$ cat src/hw/rtl/ssd_pkg.sv
// ----------------------------------------------------------------------------
// ssd_pkg
// Shared types, constants and the segment look-up for the multiplexed
// seven-segment display driver.
// ----------------------------------------------------------------------------
package ssd_pkg;

	localparam int NUM_DIGITS   = 6;
	localparam int IDX_W        = $clog2(NUM_DIGITS);
	localparam int CODE_W       = 4;
	localparam int SEG_W        = 8;
	localparam int EN_W         = 6;
	localparam int MASK_W       = 6;
	localparam int POS_W        = 3;
	localparam int NUM_W        = 32;

	// largest magnitudes that still fit on the display
	localparam longint POS_MAX  = (64'd10 ** NUM_DIGITS) - 1;
	localparam longint NEG_MAX  = (64'd10 ** (NUM_DIGITS - 1)) - 1;

	// bits of magnitude shifted through the BCD converter
	localparam int BCD_STEPS    = $clog2(POS_MAX + 1);
	localparam int CNT_W        = $clog2(BCD_STEPS + 1);

	localparam logic [CODE_W-1:0] CODE_MINUS = 4'd11;
	localparam logic [CODE_W-1:0] CODE_H     = 4'd12;
	localparam logic [CODE_W-1:0] CODE_BLANK = 4'd15;

	localparam logic [POS_W-1:0] POS_NONE_RESET = 3'd6;
	localparam logic [POS_W-1:0] POS_NONE_INT   = 3'd7;

	typedef enum logic [1:0] {
		KIND_TICK  = 2'd0,
		KIND_WRITE = 2'd1,
		KIND_POINT = 2'd2,
		KIND_INT   = 2'd3
	} kind_t;

	typedef struct packed {
		kind_t                     kind;
		logic [MASK_W-1:0]         digit_mask;
		logic [CODE_W-1:0]         char_code;
		logic [POS_W-1:0]          point_position;
		logic signed [NUM_W-1:0]   number;
	} cmd_t;

	typedef struct packed {
		logic [SEG_W-1:0] segments;
		logic [EN_W-1:0]  digit_enable;
	} disp_t;

	typedef logic [NUM_DIGITS-1:0][CODE_W-1:0] digits_t;

	function automatic logic [SEG_W-2:0] seg_pattern(input logic [CODE_W-1:0] code);
		logic [SEG_W-2:0] pat;
		case (code)
			4'd0:    pat = 7'd63;
			4'd1:    pat = 7'd6;
			4'd2:    pat = 7'd91;
			4'd3:    pat = 7'd79;
			4'd4:    pat = 7'd102;
			4'd5:    pat = 7'd109;
			4'd6:    pat = 7'd125;
			4'd7:    pat = 7'd7;
			4'd8:    pat = 7'd127;
			4'd9:    pat = 7'd111;
			4'd11:   pat = 7'd64;
			4'd12:   pat = 7'h76;
			default: pat = 7'd0;
		endcase
		return pat;
	endfunction

endpackage

$ cat src/hw/rtl/ssd_bcd_conv.sv
// ----------------------------------------------------------------------------
// ssd_bcd_conv
// Bit-serial binary to BCD converter (shift and add three), one magnitude
// bit per cycle, most significant bit first.
// ----------------------------------------------------------------------------
module ssd_bcd_conv (
	input  logic                                clk,
	input  logic                                arst_n,
	input  logic                                start,
	input  logic [ssd_pkg::BCD_STEPS-1:0]       mag,
	output logic                                done,
	output ssd_pkg::digits_t                    digits
);
	import ssd_pkg::*;

	logic [BCD_STEPS-1:0] sh_q;
	digits_t              bcd_q;
	digits_t              adj;
	logic [CNT_W-1:0]     cnt_q;
	logic                 busy_q;
	logic                 done_q;

	// correct each digit before it doubles
	always_comb begin
		for (int i = 0; i < NUM_DIGITS; i++) begin
			adj[i] = (bcd_q[i] >= 4'd5) ? bcd_q[i] + 4'd3 : bcd_q[i];
		end
	end

	always_ff @(posedge clk or negedge arst_n) begin
		if (!arst_n) begin
			busy_q <= 1'b0;
			done_q <= 1'b0;
			cnt_q  <= '0;
		end else begin
			done_q <= 1'b0;
			if (start) begin
				busy_q <= 1'b1;
				cnt_q  <= CNT_W'(BCD_STEPS);
			end else if (busy_q) begin
				cnt_q <= cnt_q - 1'b1;
				if (cnt_q == CNT_W'(1)) begin
					busy_q <= 1'b0;
					done_q <= 1'b1;
				end
			end
		end
	end

	always_ff @(posedge clk) begin
		if (start) begin
			sh_q  <= mag;
			bcd_q <= '0;
		end else if (busy_q) begin
			sh_q     <= {sh_q[BCD_STEPS-2:0], 1'b0};
			bcd_q[0] <= {adj[0][2:0], sh_q[BCD_STEPS-1]};
			for (int i = 1; i < NUM_DIGITS; i++) begin
				bcd_q[i] <= {adj[i][2:0], adj[i-1][3]};
			end
		end
	end

	assign done   = done_q;
	assign digits = bcd_q;

endmodule

$ cat src/hw/rtl/seven_segment_scan_with_int_display_top.sv
// ----------------------------------------------------------------------------
// seven_segment_scan_with_int_display_top
// Six-digit multiplexed seven-segment controller: digit store, scan counter,
// segment decode and signed integer rendering through a serial BCD converter.
// ----------------------------------------------------------------------------
// A scan tick's result is in the output register in the cycle after the
// transaction. Tick, write and point transactions go at one per cycle while
// the output register can take a result and no integer is in conversion. A
// show-integer transaction holds the command channel while the converter
// takes one magnitude bit per cycle; an out-of-range value shows H at once.
// Reset blanks every digit, clears the point and sets the scan index to digit 0.
// ----------------------------------------------------------------------------
module seven_segment_scan_with_int_display_top (
	input  logic            clk,
	input  logic            arst_n,
	input  logic            cmd_valid,
	output logic            cmd_stall,
	input  ssd_pkg::cmd_t   cmd,
	output logic            disp_valid,
	input  logic            disp_stall,
	output ssd_pkg::disp_t  disp
);
	import ssd_pkg::*;

	digits_t                codes_q;
	logic [POS_W-1:0]       point_q;
	logic [IDX_W-1:0]       scan_q;
	logic                   busy_q;
	logic                   neg_q;
	logic                   disp_valid_q;
	disp_t                  disp_q;

	logic                   accept;
	logic                   out_take;
	logic [IDX_W-1:0]       scan_nxt;
	logic                   num_neg;
	logic [NUM_W-1:0]       num_mag;
	logic                   num_over;
	logic                   conv_start;
	logic                   conv_done;
	digits_t                conv_digits;
	logic [NUM_DIGITS-1:0]  sig;
	digits_t                rendered;

	assign out_take  = disp_valid_q && !disp_stall;
	assign cmd_stall = busy_q || (disp_valid_q && disp_stall);
	assign accept    = cmd_valid && !cmd_stall;

	assign scan_nxt = (scan_q == IDX_W'(NUM_DIGITS - 1)) ? '0 : scan_q + 1'b1;

	assign num_neg  = cmd.number[NUM_W-1];
	assign num_mag  = num_neg ? (~cmd.number + 1'b1) : cmd.number;
	assign num_over = num_neg ? ({32'd0, num_mag} > 64'(NEG_MAX))
	                          : ({32'd0, num_mag} > 64'(POS_MAX));

	assign conv_start = accept && (cmd.kind == KIND_INT) && !num_over;

	ssd_bcd_conv u_conv (
		.clk    (clk),
		.arst_n (arst_n),
		.start  (conv_start),
		.mag    (num_mag[BCD_STEPS-1:0]),
		.done   (conv_done),
		.digits (conv_digits)
	);

	// a digit is significant if it or any digit above it is non-zero; digit 0 always is
	always_comb begin
		sig[NUM_DIGITS-1] = (conv_digits[NUM_DIGITS-1] != '0);
		for (int i = NUM_DIGITS - 2; i >= 0; i--) begin
			sig[i] = sig[i+1] || (conv_digits[i] != '0);
		end
		sig[0] = 1'b1;
		rendered[0] = conv_digits[0];
		for (int i = 1; i < NUM_DIGITS; i++) begin
			if (sig[i]) begin
				rendered[i] = conv_digits[i];
			end else if (neg_q && sig[i-1]) begin
				rendered[i] = CODE_MINUS;
			end else begin
				rendered[i] = CODE_BLANK;
			end
		end
	end

	always_ff @(posedge clk or negedge arst_n) begin
		if (!arst_n) begin
			for (int i = 0; i < NUM_DIGITS; i++) begin
				codes_q[i] <= CODE_BLANK;
			end
			point_q      <= POS_NONE_RESET;
			scan_q       <= '0;
			busy_q       <= 1'b0;
			neg_q        <= 1'b0;
			disp_valid_q <= 1'b0;
		end else begin
			// load on a tick, drop once the display side takes it
			disp_valid_q <= (accept && (cmd.kind == KIND_TICK)) || (disp_valid_q && !out_take);
			if (conv_done) begin
				busy_q  <= 1'b0;
				codes_q <= rendered;
			end
			if (accept) begin
				unique case (cmd.kind)
					KIND_TICK: begin
						scan_q <= scan_nxt;
					end
					KIND_WRITE: begin
						for (int i = 0; i < NUM_DIGITS; i++) begin
							if (cmd.digit_mask[i]) begin
								codes_q[i] <= cmd.char_code;
							end
						end
					end
					KIND_POINT: begin
						point_q <= cmd.point_position;
					end
					KIND_INT: begin
						point_q <= POS_NONE_INT;
						if (num_over) begin
							for (int i = 0; i < NUM_DIGITS; i++) begin
								codes_q[i] <= CODE_H;
							end
						end else begin
							busy_q <= 1'b1;
							neg_q  <= num_neg;
						end
					end
					default: begin
						busy_q <= busy_q;
					end
				endcase
			end
		end
	end

	// hold the result until the transaction on the display side
	always_ff @(posedge clk) begin
		if (accept && (cmd.kind == KIND_TICK)) begin
			disp_q.segments     <= {(POS_W'(scan_nxt) == point_q),
			                        seg_pattern(codes_q[scan_nxt])};
			disp_q.digit_enable <= EN_W'(1) << scan_nxt;
		end
	end

	assign disp_valid = disp_valid_q;
	assign disp       = disp_q;

endmodule

$ cat config.mk
export PLATFORM = sky130hd
export DESIGN_NAME = seven_segment_scan_with_int_display_top
export DESIGN_NICKNAME = d
export VERILOG_FILES = /design/src/hw/rtl/ssd_pkg.sv /design/src/hw/rtl/ssd_bcd_conv.sv /design/src/hw/rtl/seven_segment_scan_with_int_display_top.sv
export SDC_FILE = /design/constraint.sdc
export NUM_CORES = 1
export LEC_CHECK = 0
export BUFFER_PORTS_ARGS = -buffer_cell sky130_fd_sc_hd__clkbuf_2
export CORE_ASPECT_RATIO = 1.75
export CORE_MARGIN = 4
export CORE_UTILIZATION = 35
export DETAILED_ROUTE_END_ITERATION = 8
export PLACE_DENSITY = 0.62
export SLEW_MARGIN = 30
export SYNTH_ARGS = -nofsm -noshare
export SYNTH_HDL_FRONTEND = slang
export SYNTH_SLANG_ARGS = --single-unit
$ cat constraint.sdc
create_clock -name clk -period 3.7 [get_ports clk]
set_input_delay 0.555 -clock clk [delete_from_list [all_inputs] [get_ports clk]]
set_output_delay 0.555 -clock clk [all_outputs]
set_load 0.02 [all_outputs]
# == Yosys cells after proc, flatten, opt, wreduce, memory -nomap -nowiden ==
# Memories as Yosys holds them, arrays and structs flattened. A register that Yosys moved wholly into a read port is not among the register bits.
# Cells that the tools add are included.
# W data, S select, Z words.
# word_totals
register_bits,98
rom_bits,112
in_bits,51
out_inout_bits,16
wordCells,129
mem_count,1
# op_classes
addsub,9
order_cmp,9
eq_ne,6
shift,1
n_mux,46
bitwise_logic,2
n_reduce_logical,32
# mem_list
name,words,width,rd,rd_clocked_by_memory_dff,wr,line_no,source
(name not given),16,7,1,1,0,ssd_pkg.sv:56,case (code)
# ops
cell,count
$mux W24,3
$mux W4,17
$pmux W24 S2,1
$mux W20,2
$add A32 B1 Y32 const B,1
$gt A32 B17 Y1 const B,1
$gt A32 B20 Y1 const B,1
$mux W32,1
$not A32 Y32,1
$ge A4 B3 Y1 const B,6
$mux W3,7
$add A4 B2 Y4 const B,5
$reduce_bool A4 Y1,5
$bmux W4 S3,1
$logic_and A1 B1 Y1,11
$mux W1,11
$mux W5,2
$logic_or A1 B1 Y1,6
$pmux W3 S2,1
$shl A1 B3 Y6 const A,1
$eq A5 B1 Y1 const B,1
$sub A5 B1 Y5 const B,1
$eq A2 B2 Y1 const B,2
$logic_not A1 Y1,4
other kinds (11),13

# == Depth between registers and ports, before layout ==
# depth
depth_word,12
mapped_depth,13
ltp_nobuf,10

# == By module ==
# Synthesis repeated with hierarchy kept, for this count alone.
# unflattened
hier_cells,741
hier_area_um2,6485.0
# by_module_without_submodules
mod,instances,cells_per_inst,area_per_inst_um2,seq_area_each_um2
seven_segment_scan_with_int_display_top,1,492,3891.2,1278.7
ssd_bcd_conv,1,249,2593.7,1256.2

# == Least setup slack after synthesis ==
# OpenSTA, ideal clock, no wires.
# synth_path
kind,in2reg
start,input cmd[7] in the netlist's numbering
end,register u_conv.sh_q[0] (enable)
setup_time_ns,0.377
arrival_time_ns,3.370
required_time_ns,3.323
setup_slack_ns,-0.046
cell_stages,11
n_path_buf,3
cell_sequence,clkbuf_1 or2_2 clkbuf_1 or3_1 o21ai_1 xor2_1 nand2_1 a2111oi_2 nand3_1 buf_2 nand2_1
# synth_via
elab_chain_len,8
elab_cells_between_ends,9
classes_between,1 x add/sub; 2 x order compare; 2 x mux; 1 x bitwise; 3 x reduce/logical
# synth_rtl
element,line_no,source
"start, declared",seven_segment_scan_with_int_display_top.sv:18,"input ssd_pkg::cmd_t cmd,"
$not A32 Y32,seven_segment_scan_with_int_display_top.sv:52,assign num_mag = num_neg ? (~cmd.number + 1'b1) : cmd.number;
$add A32 B1 Y32,seven_segment_scan_with_int_display_top.sv:52,
$mux W32 (*),seven_segment_scan_with_int_display_top.sv:52,
$gt A32 B20 Y1 / $gt A32 B17 Y1 (equally long branches),"seven_segment_scan_with_int_display_top.sv:54, seven_segment_scan_with_int_display_top.sv:53",
$mux W1 (*),seven_segment_scan_with_int_display_top.sv:53,"assign num_over = num_neg ? ({32'd0, num_mag} > 64'(NEG_MAX))"
$logic_not A1 Y1 (*),seven_segment_scan_with_int_display_top.sv:56,assign conv_start = accept && (cmd.kind == KIND_INT) && !num_over;
$logic_and A1 B1 Y1 (*),seven_segment_scan_with_int_display_top.sv:56,
$reduce_bool A2 Y1 (no source line) (*),n/a,
"end signal, assigned",ssd_bcd_conv.sv:52,sh_q <= mag;
"end signal, assigned",ssd_bcd_conv.sv:55,"sh_q <= {sh_q[BCD_STEPS-2:0], 1'b0};"
"end, declared",ssd_bcd_conv.sv:16,logic [BCD_STEPS-1:0] sh_q;
# Mark *: on every way between the ends. The rest lies on a longest branch, timed or not.
# A chain may end at the register's enable or synchronous reset.

# == Worst setup path after layout ==
# layout_path
start,input cmd[20] in the netlist's numbering
end,register u_conv.sh_q[8] (data pin)
# layout_via
elab_chain_len,8
elab_cells_between_ends,9
classes_between,1 x add/sub; 2 x order compare; 3 x mux; 1 x bitwise; 2 x reduce/logical
# layout_rtl
element,line_no,source
$not A32 Y32,seven_segment_scan_with_int_display_top.sv:52,
$add A32 B1 Y32,seven_segment_scan_with_int_display_top.sv:52,
$mux W32 (*),seven_segment_scan_with_int_display_top.sv:52,
$gt A32 B20 Y1 / $gt A32 B17 Y1 (equally long branches),"seven_segment_scan_with_int_display_top.sv:54, seven_segment_scan_with_int_display_top.sv:53",
$mux W1 (*),seven_segment_scan_with_int_display_top.sv:53,
$logic_not A1 Y1 (*),seven_segment_scan_with_int_display_top.sv:56,
$logic_and A1 B1 Y1 (*),seven_segment_scan_with_int_display_top.sv:56,
$mux W20 (*),ssd_bcd_conv.sv:51,if (start) begin
# Marks and branches as above.

==> out/metrics.yaml <==
detailed_routing:
  drt_pre_antenna_iters: 5
  starting_drt_drc_count: 264
  postRouteAntennaNets: 0
  route.layer.met1.wl_mm: 6.41
  detailroute.wirelength.met2_mm: 8.94
  dr.max_layer_used: "met4"
  drc: 0
  detail_route.wl_per_cell_um: 15.6
  dr_wl_met3_um: 623
  postRouteWirelength_mm: 16.7
  routed_via_count_divided_by_cell_count: 5.43
  vias: 5808
placement:
  post-dp-hpwl_mm: 13.0
  preCtsSetupSlack_ns: -0.0263
  gp_routability_congestion: 0.853
  detailed_place.area_um2: 7460
  io_buffer_count: 66
worst_setup_path:
  worst_path_max_delay_cell: "sky130_fd_sc_hd__or4_1"
  required_time_of_the_critical_path_ns: 3.80
  top_delay_family_on_crit_path: "simple AND/OR/NAND/NOR gates"
  worst_setup_path_end_kind: "register"
  start_point_of_the_critical_path: "cmd[20]"
  timing.critical_path.buf_inv: 2
  critical_path.max_fanout: 24
  timing.rr.start: "scan_q[2]"
  critPathKind: "primary input to register"
  crit_path_frequent_cell: "sky130_fd_sc_hd__or4_1"
  path_cells: "clkbuf_2, or4_1, or4_1, nor3_1, mux2_2, o32ai_1, a2111oi_2, and3_2, buf_12, mux2_1"
  timing.critical_path.arrival_ns: 3.46
  worst_setup_path_start_kind: "primary input"
  critical_path.max_stage_delay_ns: 0.58
global_route:
  grt_use_total_pct: 15.9
  grt.overflow.total: 0
  grt_max_degree: 30
  grt_antenna_before_repair: 0
  vias_in_the_first_global_route: 5583
  grt_pass1_wl_mm: 27.6
yosys:
  post_synth_instance_area_um2: 6660
  yosysUniqueCellTypes: 72
  synth_top_cells_by_count: "sky130_fd_sc_hd__nor2_1, sky130_fd_sc_hd__a21oi_1, sky130_fd_sc_hd__nand2_1, sky130_fd_sc_hd__o21ai_0, sky130_fd_sc_hd__edfxtp_1"
  postSynthCellCount: 749
  synth_sequential_area_ratio_pct: 38.0
  flop_and_latch_count_out_of_synthesis: 98
  async_reset_ff_share_pct: 40.8
  synth_enable_flop_cells: 34
  synth_top_cell_by_area: "sky130_fd_sc_hd__edfxtp_1"
  synth_top_flop_cell: "sky130_fd_sc_hd__edfxtp_1"
  avgSynthCellArea_um2: 8.90
  yosysTopAreaCellShare_pct: 15.3
  synth.most_common_cell: "sky130_fd_sc_hd__nor2_1"
  synth_warnings: 0
  synth_top_cells_by_area: "sky130_fd_sc_hd__edfxtp_1, sky130_fd_sc_hd__dfstp_2, sky130_fd_sc_hd__dfxtp_1"
  total_nets_after_synthesis: 825
clock_network:
  tritoncts: "done"
  post-cts-setup-buffers: 0
  cts_resized: 0
  worstSkewPairLatency_ns: 0.35
  cts.reportedPaths.clkPinSlew_ns: 0.07
  cts-root-to-sink-buffers: 2
  cts-buffers-inserted: 9
  ctsHtreeMaxLevel: 3
  cts-root-buf: "sky130_fd_sc_hd__clkbuf_16"
  clock_net_sink_count: 98
  ctsHoldBuffers: 0
die:
  dieArea_um2: 21400
  effective_utilization_at_floorplan_pct: 35.7
  io_pins: 67
  fp.dieH_um: 191
  placementRows: 66
  fp.dieW_um: 112
  core_area_um2: 18700
power_and_ir_drop:
  power_density_nw_per_um2: 705
  leakagePower_nw: 3.22
  vdd.ir_drop.worst_mv: 0.328
  design_power_total_mw: 5.51
sta:
  min_period_over_period_pct: 90.8
  tightest_slew_ns: 0.756
  fin_skew_ns: 0.00662
  layout_min_cycle_time_ns: 3.36
  worst_slack_ns: 0.340
  report.final.slew_viol_count: 0
  unrepaired_setup_endpoints_after_global_routing: "false"
  setup_violations: 0
  max_clock_freq_mhz: 298
  fin_setup_tns_ns: 0
  final_hold_viol_count: 0
  slew_headroom_pct: 49.6
final_layout:
  post_route_cells_drive_above_1_share_pct: 22.2
  postLayoutCellArea_um2: 7820
  area.growth.synth_to_final_pct: 17.4
  post-route-util_pct: 41.9
  n_antenna_cell: 0
  finish.net_count: 903
hold_path:
  min-delay-path-class: "primary input to async pin"
run:
  maxCapViolations: 0
outcome:
  outcome: "finished clean"
[worst paths after layout]
path	endpoint	slack, ns	cells after the start
min in group clk	disp_valid	0.43	2
min reg2reg	point_q[1]	0.50	2
max	u_conv.sh_q[8]	0.34	10
max reg2reg	disp[7]	0.86	10
min	u_conv.cnt_q[4]	0.23	1
max in group asynchronous	codes_q[23]	2.72	2
[cell usage in the layout, fill, tap and decap left out, types with 10 or more instances in the layout]
cell type and n:
sky130_fd_sc_hd__dfstp_2 26, sky130_fd_sc_hd__o31ai_1 13, sky130_fd_sc_hd__edfxtp_1 34, sky130_fd_sc_hd__a21oi_1 59
sky130_fd_sc_hd__buf_4 46, sky130_fd_sc_hd__ha_1 25, sky130_fd_sc_hd__nand2b_1 15, sky130_fd_sc_hd__xnor2_1 27
sky130_fd_sc_hd__or3_1 10, sky130_fd_sc_hd__xor2_1 10, sky130_fd_sc_hd__dfrtp_1 14, sky130_fd_sc_hd__nand3_1 15
sky130_fd_sc_hd__nand2_1 56, sky130_fd_sc_hd__mux2i_1 22, sky130_fd_sc_hd__clkbuf_2 66, sky130_fd_sc_hd__a31oi_1 17
sky130_fd_sc_hd__nor2_1 84, sky130_fd_sc_hd__inv_1 32, sky130_fd_sc_hd__o21ai_0 46, sky130_fd_sc_hd__mux2_1 16
sky130_fd_sc_hd__dfxtp_1 24, sky130_fd_sc_hd__nor3_1 23
[flip-flops by register name, indices dropped and copies added, names as in the netlist, 3 cells and up]
register / flops
codes_q: 24
u_conv.digits: 24
u_conv.sh_q: 20
disp: 14
u_conv.cnt_q: 5
point_q: 3
scan_q: 3
[area by class of cell]
class / count / area, um^2
fillers: 1921 / 10800
multi-input cells: 572 / 3800
flip-flops and latches: 98 / 2530
repair buffers: 114 / 716
well taps: 238 / 298
clock buffers: 10 / 229
clock inverters: 6 / 130
inverters: 32 / 120
[through the flow]
| stage | cells | hold WS [ns] |
|---|---|---|
| after floorplan | 749 | 0.259 |
| after detailed placement | 1054 | 0.490 |
| final | 1070 | 0.229 |
| after global routing | 1070 | 0.264 |
| after CTS | 1070 | 0.254 |
| after global placement | 1054 | 0.481 |
[logic make-up (layout without fill, tap and decap cells)]
kind of cell               count (synthesis)  after routing  synth area share, %
AOI/OAI and AO/OA                        194            194                 18.6
xor gates and xnor gates                  37             37                 4.86
adders and majority gates                 25             25                 4.69
buffers and inverters                     79            162                 5.18
DFF                                       98             98                 38.0
muxes                                     51             51                 8.88
and+or+nand+nor                          265            265                 19.7
[power by group]
part	switching, mW	internal (mW)
logic	1.29	1.05
clock network	0.403	0.727
registers	0.361	1.68
total	2.05	3.46
[layer usage]
layer  vias up  global-route usage (%)
met5         -                       0
met4         0                    7.91
met3        44                    2.79
met2       161                    29.9
met1      2723                    16.8
li1       2880                       -
No activity file was read; power rests on OpenSTA's default activity.
